**src/hdl/mqd_pkg.sv**
```systemverilog
// ----------------------------------------------------------------------------
// mqd_pkg
// Shared types and constants for the MQTT fixed header deframer
// ----------------------------------------------------------------------------
package mqd_pkg;

    typedef enum logic [1:0]
    {
        PH_TYPE,
        PH_LENGTH,
        PH_BODY
    } phase_t;

    localparam logic [3:0] T_CONNACK = 4'd2;
    localparam logic [3:0] T_PUBLISH = 4'd3;
    localparam logic [3:0] T_PUBACK  = 4'd4;
    localparam logic [3:0] T_SUBACK  = 4'd9;

    localparam logic [2:0] ROLE_TYPE       = 3'd0;
    localparam logic [2:0] ROLE_LENGTH     = 3'd1;
    localparam logic [2:0] ROLE_TOPIC_LEN  = 3'd2;
    localparam logic [2:0] ROLE_TOPIC      = 3'd3;
    localparam logic [2:0] ROLE_IDENT      = 3'd4;
    localparam logic [2:0] ROLE_PAYLOAD    = 3'd5;
    localparam logic [2:0] ROLE_OTHER_BODY = 3'd6;

    localparam logic [15:0] TOPIC_LIMIT_RESET = 16'd128;
    localparam logic [16:0] OFFSET_MAX        = 17'h1FFFF;
    localparam int          LEN_BYTES_MAX     = 4;

    typedef struct packed
    {
        logic [7:0]  out_byte;
        logic [2:0]  byte_role;
        logic [3:0]  packet_type;
        logic [3:0]  packet_flags;
        logic [15:0] packet_ident;
        logic [15:0] topic_length;
        logic [27:0] body_length;
        logic        end_of_packet;
        logic        malformed;
    } mqd_result_t;

endpackage

```
**src/hdl/mqd_step.sv**
```systemverilog
// ----------------------------------------------------------------------------
// mqd_step
// Per-byte deframing state and the combinational result of one byte
// ----------------------------------------------------------------------------
module mqd_step
(
    input  logic                 clk,
    input  logic                 rst_n,
    input  logic                 accept,
    input  logic [7:0]           in_byte,
    input  logic [15:0]          topic_limit,
    output mqd_pkg::mqd_result_t res
);
    import mqd_pkg::*;

    phase_t      phase_reg, phase_next;
    logic [27:0] accum_reg, accum_next;
    logic [2:0]  len_cnt_reg, len_cnt_next;
    logic [27:0] left_reg, left_next;
    logic [16:0] offset_reg, offset_next;
    logic [3:0]  type_reg, type_next;
    logic [3:0]  flags_reg, flags_next;
    logic [15:0] tlen_reg, tlen_next;
    logic [15:0] ident_reg, ident_next;
    logic        bad_mark_reg, bad_mark_next;

    logic        finish;
    logic        forced_bad;
    logic        to_body;
    logic        qos;
    logic        qos_next;
    logic [27:0] group_val;
    logic [16:0] tl_plus2;
    logic [16:0] tl_plus3;
    logic [17:0] need;
    logic        bad;

    assign qos      = flags_reg[2:1] != 2'b00;
    assign qos_next = flags_next[2:1] != 2'b00;
    assign tl_plus2 = {1'b0, tlen_reg} + 17'd2;
    assign tl_plus3 = {1'b0, tlen_reg} + 17'd3;

    always_comb
    begin
        case (len_cnt_reg[1:0])
            2'd0:    group_val = {21'b0, in_byte[6:0]};
            2'd1:    group_val = {14'b0, in_byte[6:0], 7'b0};
            2'd2:    group_val = {7'b0, in_byte[6:0], 14'b0};
            default: group_val = {in_byte[6:0], 21'b0};
        endcase
    end

    // datapath and result fields
    always_comb
    begin
        accum_next    = accum_reg;
        len_cnt_next  = len_cnt_reg;
        left_next     = left_reg;
        offset_next   = offset_reg;
        type_next     = type_reg;
        flags_next    = flags_reg;
        tlen_next     = tlen_reg;
        ident_next    = ident_reg;
        bad_mark_next = bad_mark_reg;
        finish        = 1'b0;
        forced_bad    = 1'b0;
        to_body       = 1'b0;
        res           = '0;
        res.out_byte  = in_byte;

        unique case (phase_reg)
            PH_LENGTH:
            begin
                res.byte_role = ROLE_LENGTH;
                if (bad_mark_reg)
                begin
                    finish     = 1'b1;
                    forced_bad = 1'b1;
                end
                else
                begin
                    accum_next   = accum_reg + group_val;
                    len_cnt_next = len_cnt_reg + 3'd1;
                    if (!in_byte[7])
                    begin
                        left_next = accum_next;
                        if (accum_next == 28'd0)
                        begin
                            finish = 1'b1;
                        end
                        else
                        begin
                            to_body = 1'b1;
                        end
                    end
                    else if (len_cnt_next >= 3'(LEN_BYTES_MAX))
                    begin
                        bad_mark_next = 1'b1;
                    end
                end
            end
            PH_BODY:
            begin
                if (type_reg == T_PUBLISH)
                begin
                    if (offset_reg == 17'd0)
                    begin
                        tlen_next     = {in_byte, 8'h00};
                        res.byte_role = ROLE_TOPIC_LEN;
                    end
                    else if (offset_reg == 17'd1)
                    begin
                        tlen_next     = {tlen_reg[15:8], in_byte};
                        res.byte_role = ROLE_TOPIC_LEN;
                    end
                    else if (offset_reg < tl_plus2)
                    begin
                        res.byte_role = ROLE_TOPIC;
                    end
                    else if (qos && offset_reg == tl_plus2)
                    begin
                        ident_next    = {in_byte, 8'h00};
                        res.byte_role = ROLE_IDENT;
                    end
                    else if (qos && offset_reg == tl_plus3)
                    begin
                        ident_next    = {ident_reg[15:8], in_byte};
                        res.byte_role = ROLE_IDENT;
                    end
                    else
                    begin
                        res.byte_role = ROLE_PAYLOAD;
                    end
                end
                else if (type_reg == T_PUBACK || type_reg == T_SUBACK)
                begin
                    if (offset_reg == 17'd0)
                    begin
                        ident_next    = {in_byte, 8'h00};
                        res.byte_role = ROLE_IDENT;
                    end
                    else if (offset_reg == 17'd1)
                    begin
                        ident_next    = {ident_reg[15:8], in_byte};
                        res.byte_role = ROLE_IDENT;
                    end
                    else
                    begin
                        res.byte_role = ROLE_PAYLOAD;
                    end
                end
                else
                begin
                    res.byte_role = ROLE_OTHER_BODY;
                end
                if (offset_reg != OFFSET_MAX)
                begin
                    offset_next = offset_reg + 17'd1;
                end
                if (left_reg != 28'd0)
                begin
                    left_next = left_reg - 28'd1;
                end
                finish = left_next == 28'd0;
            end
            default:
            begin
                res.byte_role = ROLE_TYPE;
                type_next     = in_byte[7:4];
                flags_next    = in_byte[3:0];
                accum_next    = '0;
                len_cnt_next  = '0;
                left_next     = '0;
                offset_next   = '0;
                tlen_next     = '0;
                ident_next    = '0;
                bad_mark_next = 1'b0;
            end
        endcase

        res.packet_type  = type_next;
        res.packet_flags = flags_next;
        res.body_length  = accum_next;

        // end of packet checks
        need = {2'b00, tlen_next} + 18'd2 + (qos_next ? 18'd2 : 18'd0);
        bad  = forced_bad;
        if (finish)
        begin
            res.end_of_packet = 1'b1;
            if (!forced_bad && type_next == T_PUBLISH)
            begin
                if (accum_next < {10'b0, need} || tlen_next >= topic_limit)
                begin
                    bad = 1'b1;
                end
                else
                begin
                    res.topic_length = tlen_next;
                    res.packet_ident = qos_next ? ident_next : 16'd0;
                end
            end
            else if (!forced_bad && (type_next == T_PUBACK || type_next == T_SUBACK))
            begin
                res.packet_ident = (accum_next >= 28'd2) ? ident_next : 16'd0;
            end
            res.malformed = bad;
        end
    end

    // next state
    always_comb
    begin
        phase_next = phase_reg;
        if (accept)
        begin
            unique case (phase_reg)
                PH_LENGTH:
                begin
                    if (finish)
                    begin
                        phase_next = PH_TYPE;
                    end
                    else if (to_body)
                    begin
                        phase_next = PH_BODY;
                    end
                end
                PH_BODY:
                begin
                    if (finish)
                    begin
                        phase_next = PH_TYPE;
                    end
                end
                default:
                begin
                    phase_next = PH_LENGTH;
                end
            endcase
        end
    end

    always_ff @(posedge clk or negedge rst_n)
    begin
        if (!rst_n)
        begin
            phase_reg    <= PH_TYPE;
            accum_reg    <= '0;
            len_cnt_reg  <= '0;
            left_reg     <= '0;
            offset_reg   <= '0;
            type_reg     <= '0;
            flags_reg    <= '0;
            tlen_reg     <= '0;
            ident_reg    <= '0;
            bad_mark_reg <= 1'b0;
        end
        else
        begin
            phase_reg <= phase_next;
            if (accept)
            begin
                accum_reg    <= accum_next;
                len_cnt_reg  <= len_cnt_next;
                left_reg     <= left_next;
                offset_reg   <= offset_next;
                type_reg     <= type_next;
                flags_reg    <= flags_next;
                tlen_reg     <= tlen_next;
                ident_reg    <= ident_next;
                bad_mark_reg <= bad_mark_next;
            end
        end
    end

    a_end_to_type: assert property (@(posedge clk) disable iff (!rst_n)
        (accept && res.end_of_packet) |=> (phase_reg == PH_TYPE))
        else $error("packet end did not return to type byte");

    a_type_to_len: assert property (@(posedge clk) disable iff (!rst_n)
        (accept && phase_reg == PH_TYPE) |=> (phase_reg == PH_LENGTH && accum_reg == 28'd0))
        else $error("type byte did not start a fresh length");

    // mark stays set past the fifth length byte until the next type byte
    a_bad_mark_cnt: assert property (@(posedge clk) disable iff (!rst_n)
        bad_mark_reg |-> (len_cnt_reg == 3'(LEN_BYTES_MAX) && phase_reg != PH_BODY))
        else $error("overflow mark without four length bytes");

    a_body_left: assert property (@(posedge clk) disable iff (!rst_n)
        (phase_reg == PH_BODY) |-> (left_reg != 28'd0))
        else $error("body phase with no bytes left");

endmodule

```
**src/hdl/mqd_out_reg.sv**
```systemverilog
// ----------------------------------------------------------------------------
// mqd_out_reg
// Result register with valid flag between step logic and output stream
// ----------------------------------------------------------------------------
module mqd_out_reg
(
    input  logic                 clk,
    input  logic                 rst_n,
    input  logic                 load,
    input  mqd_pkg::mqd_result_t res_in,
    input  logic                 out_ready,
    output logic                 out_valid,
    output logic                 can_load,
    output mqd_pkg::mqd_result_t res_out
);
    import mqd_pkg::*;

    logic        valid_reg, valid_next;
    mqd_result_t res_reg;

    assign can_load  = !valid_reg || out_ready;
    assign out_valid = valid_reg;
    assign res_out   = res_reg;

    always_comb
    begin
        valid_next = valid_reg;
        if (load)
        begin
            valid_next = 1'b1;
        end
        else if (out_ready)
        begin
            valid_next = 1'b0;
        end
    end

    always_ff @(posedge clk or negedge rst_n)
    begin
        if (!rst_n)
        begin
            valid_reg <= 1'b0;
        end
        else
        begin
            valid_reg <= valid_next;
        end
    end

    always_ff @(posedge clk)
    begin
        if (load)
        begin
            res_reg <= res_in;
        end
    end

endmodule

```
**src/hdl/mqtt_packet_deframer_core.sv**
```systemverilog
// ----------------------------------------------------------------------------
// mqtt_packet_deframer_core
// MQTT 3.1.1 fixed header deframer: tags each received byte with its role
//
//   channel  dir  handshake             payload
//   s_axis   in   tvalid / tready       received byte
//   m_axis   out  tvalid / tready       tagged byte, tlast on final byte
//   cfg      in   cfg_wr_en             topic length limit
//
// one byte per cycle while m_axis does not stall; each accepted byte loads the result register
// the per-byte state update and the result register set the rate
// a stalled result is held while s_axis_tready stays low
// reset is asynchronous, active low; topic limit resets to 128
// ----------------------------------------------------------------------------
module mqtt_packet_deframer_core
(
    input  logic        clk,
    input  logic        rst_n,
    input  logic        s_axis_tvalid,
    output logic        s_axis_tready,
    input  logic [7:0]  s_axis_tdata,   // in_byte
    output logic        m_axis_tvalid,
    input  logic        m_axis_tready,
    output logic [79:0] m_axis_tdata,   // out_byte, packet_type, packet_flags, packet_ident,
                                        // topic_length, body_length, malformed, zero fill
    output logic [2:0]  m_axis_tuser,   // byte_role
    output logic        m_axis_tlast,   // end_of_packet
    input  logic        cfg_wr_en,
    input  logic [15:0] cfg_wr_data     // topic_limit
);
    import mqd_pkg::*;

    logic [15:0] topic_limit_reg;
    logic        accept;
    logic        can_load;
    mqd_result_t step_res;
    mqd_result_t out_res;

    assign accept        = s_axis_tvalid && can_load;
    assign s_axis_tready = can_load;

    always_ff @(posedge clk or negedge rst_n)
    begin
        if (!rst_n)
        begin
            topic_limit_reg <= TOPIC_LIMIT_RESET;
        end
        else if (cfg_wr_en)
        begin
            topic_limit_reg <= cfg_wr_data;
        end
    end

    mqd_step u_step
    (
        .clk         (clk),
        .rst_n       (rst_n),
        .accept      (accept),
        .in_byte     (s_axis_tdata),
        .topic_limit (topic_limit_reg),
        .res         (step_res)
    );

    mqd_out_reg u_out_reg
    (
        .clk       (clk),
        .rst_n     (rst_n),
        .load      (accept),
        .res_in    (step_res),
        .out_ready (m_axis_tready),
        .out_valid (m_axis_tvalid),
        .can_load  (can_load),
        .res_out   (out_res)
    );

    assign m_axis_tdata = {3'b000,
                           out_res.malformed,
                           out_res.body_length,
                           out_res.topic_length,
                           out_res.packet_ident,
                           out_res.packet_flags,
                           out_res.packet_type,
                           out_res.out_byte};
    assign m_axis_tuser = out_res.byte_role;
    assign m_axis_tlast = out_res.end_of_packet;

endmodule

```
**config.mk**
```make
export PLATFORM = sky130hd
export DESIGN_NAME = mqtt_packet_deframer_core
export DESIGN_NICKNAME = d
export VERILOG_FILES = /design/src/hdl/mqd_pkg.sv /design/src/hdl/mqd_step.sv /design/src/hdl/mqd_out_reg.sv /design/src/hdl/mqtt_packet_deframer_core.sv
export SDC_FILE = /design/constraint.sdc
export NUM_CORES = 1
export LEC_CHECK = 0
export BUFFER_PORTS_ARGS = -buffer_cell sky130_fd_sc_hd__buf_2
export CAP_MARGIN = 30
export CORE_MARGIN = 3
export CORE_UTILIZATION = 25
export CTS_BUF_LIST = sky130_fd_sc_hd__clkbuf_4 sky130_fd_sc_hd__clkbuf_8
export CTS_CLUSTER_SIZE = 12
export DETAILED_ROUTE_END_ITERATION = 12
export GPL_TIMING_DRIVEN = 1
export PLACE_DENSITY = 0.37
export SYNTH_ARGS = -nofsm -noshare
export SYNTH_HDL_FRONTEND = slang
export SYNTH_HIERARCHICAL = 1
export SYNTH_SLANG_ARGS = --single-unit
```
**constraint.sdc**
```tcl
create_clock -name clk -period 7.7 [get_ports clk]
set_clock_uncertainty 0.15 [all_clocks]
set_input_delay 1.155 -clock clk [delete_from_list [all_inputs] [get_ports clk]]
set_output_delay 1.155 -clock clk [all_outputs]
set_load 0.05 [all_outputs]
```
==> impl_metrics.tcl <==
set metrics [dict create \
    portBuffers 111 \
    wire_per_inst_microns 22.3 \
    p_leak_uw 0.00752 \
    arrival_ps 7070 \
    required_ps 7890 \
    grt_max_degree 78 \
    dp_slack_ps 697 \
    die-area_sq_mm 0.0658 \
    synthesis.area_sq_mm 0.0157 \
    syn_inst 1736 \
    yosysTopAreaCell "dfrtp_1" \
    vias_per_cell 5.16 \
    gp_congestion 0.871 \
    syn_area_per_cell_sq_um 9.04 \
    status "complete, no violations" \
    cts_made_buffers 45 \
    fin_setup_tns_ps 0 \
    grt_use_total_pct 17.9 \
    synth_edf_count 81 \
    ant_nets 0 \
    hpwl_mm 44.3 \
    yosysSeqAreaShare_pct 37.2 \
    post-place-cells 2609 \
    clock_latency_ps 630 \
    yosys-top-cells-area "dfrtp_1 22%, edfxtp_1 16%, ha_1 7.4%, nor2_1 4.5%, nand2_1 3.8%" \
    p_per_area_mw_per_mm2 334 \
    layout_common_cells "190 x nor2_1, 157 x nand2_1, 135 x dfrtp_1" \
    grt_first_pass_wirelength_mm 90.3 \
    fin_cells 2692 \
    path_class "reg2reg" \
    final_common_cell "nor2_1" \
    first_pass_iters 5 \
    n_fill_cell 6697 \
    die_w_microns 256 \
    slew_headroom_pct 35.6 \
    wirelength_mm 60.1 \
    layout-area-overhead-vs-synth_pct 14.5 \
    grt_util_met3_pct 3.07 \
    maxCapViolCount 0 \
    end_kind "flop" \
    rsz0062_at_grt "no" \
    post_cts_buffers 0 \
    cts_root_buf "clkbuf_8" \
    finalSetupViolations 0 \
    grt_antenna_before_repair 3 \
    core_sq_mm 0.0619 \
    cp_max_fo 16 \
    h-tree-depth 2 \
    yosysWarnings 6 \
    max_freq_ghz 0.145 \
    finalHoldViolCount 0 \
    cts_resized 0 \
    met1_usage_pct 24.1 \
    ys_ff_latch 217 \
    period_minus_slack_ps 6890 \
    ios 115 \
    cts_sinks 217 \
    overflow 0 \
    peakVddDrop_v 0.000150 \
    synth_top_flop_cell "dfrtp_1" \
    fin_ws_ps 813 \
    grt-busiest-layer "met2" \
    final_nets 1943 \
    final_max_slew_viol_count 0 \
    largest_register_ffs 81 \
    worst_pin_slew_ps 966 \
    drive_gt1_share_pct 18.0 \
    tritoncts "done" \
    period_share_pct 89.4 \
    num_rows 91 \
    use_met2_pct 29.0 \
    fp.dieH_microns 256 \
    synthArstFlopShare_pct 62.7 \
    drt_iter0_drc 997 \
    diodes 0 \
    start_util_pct 25.3 \
    ctsHoldBuffers 0 \
    first_global_vias 13704 \
    vias 13887 \
    finalPower_uw 6000 \
    synth_top_area_share_pct 21.5 \
    synth_cell_types 104 \
    drc 0 \
    min-delay-path-class "in2async" \
    clockBufferDepth 3 \
    clk_pin_slew_ps 60 \
    start_kind "flop" \
]
per-stage QoR:
stage,cell area [sq um],util [%],hold WS (ps)
2_1_floorplan,15700,-,321
3_3_place_gp,17000,27.5,336
3_5_place_dp,17000,27.5,347
4_1_cts,17900,28.9,287
5_1_grt,18000,29.0,314
6_report,18000,29.0,319
power breakdown:
group	switching (uW)	leakage, uW	internal, uW	total, uW
logic	2120	0.00444	980	3100
clock network	569	0.000480	697	1270
registers	216	0.00260	1420	1630
final timing paths:
check | from | end | slack (ps) | cells past startpoint
setup / recovery | u_step/offset_reg[7]$_DFFE_PN0P_ | u_out_reg/res_out[41]$_DFFE_PP_ | 810 | 21
hold / removal | rst_n | topic_limit_reg[9]$_DFFE_PN0P_ | 320 | 1
setup reg to reg | u_step/offset_reg[7]$_DFFE_PN0P_ | u_out_reg/res_out[41]$_DFFE_PP_ | 810 | 21
hold reg to reg | u_step/flags_reg[3]$_DFFE_PN0P_ | u_step/flags_reg[3]$_DFFE_PN0P_ | 360 | 2
max in group asynchronous | rst_n | u_step/accum_reg[17]$_DFFE_PN0P_ | 5310 | 3
min in group clk | u_step/flags_reg[3]$_DFFE_PN0P_ | u_step/flags_reg[3]$_DFFE_PN0P_ | 360 | 2
cells by family (layout without fill, tap and decap cells):
family	after synthesis	after routing	share of synthesized area, %
other	1	3	0.0239
AOI/OAI and AO/OA	432	432	18.9
adders and majority gates	94	94	7.55
buffers and inverters	177	294	4.98
and+or+nand+nor	669	669	21.8
xor gates and xnor gates	72	72	4.11
muxes	74	74	5.41
DFF	217	217	37.2
final cells by class:
class                      instances  area (sq um)  share of cell area (%)
timing repair buffer             144           830                    4.62
clock inverter                    18           110                   0.613
tap                              837          1050                    5.83
clock buffer                      64           793                    4.42
multi-input combinational       1344          9080                    50.6
inverter                          68           255                    1.42
sequential                       217          5840                    32.5
cells in the mapped netlist (13+ instances only):
master    instances
a21o_1           26
o21ai_0         103
nand3_1          44
buf_4            14
or3_1            18
nor2_1          190
nand2_1         157
xnor2_1          44
ha_1             93
nor4_1           17
and3_1           17
nand4_1          33
nor3_1           52
a22oi_1          66
dfrtp_1         135
and2_1           42
buf_2            13
mux2_2           46
xor2_1           27
a211oi_1         23
inv_1            67
edfxtp_1         81
clkbuf_1         68
a21oi_1          90
mux2i_1          18
critical path, cell delays in order (launching register included):
cell      delay, ps
dfrtp_1         530
nor4_4          450
and2_1          340
and2_1          180
and3_1          150
o21ai_0          80
a21oi_1         480
ha_1            280
ha_1            200
o221ai_2        130
nor4_4          280
nand4b_2        160
a211o_1         340
or3_1           380
or4_1           420
ha_1            310
nand4_1         100
nor3_1           50
a221oi_1        620
nand3b_1        250
o211ai_4        600
nor2_1          110
metal layers:
| metal | routed length (microns) | share of wire, % |
|---|---|---|
| met1 | 27400 | 46 |
| met2 | 27800 | 46 |
| met3 | 2980 | 5.0 |
| met4 | 1940 | 3.2 |
| met5 | 21 | 0.035 |
Note: power is estimated with default switching activity, not from simulation.
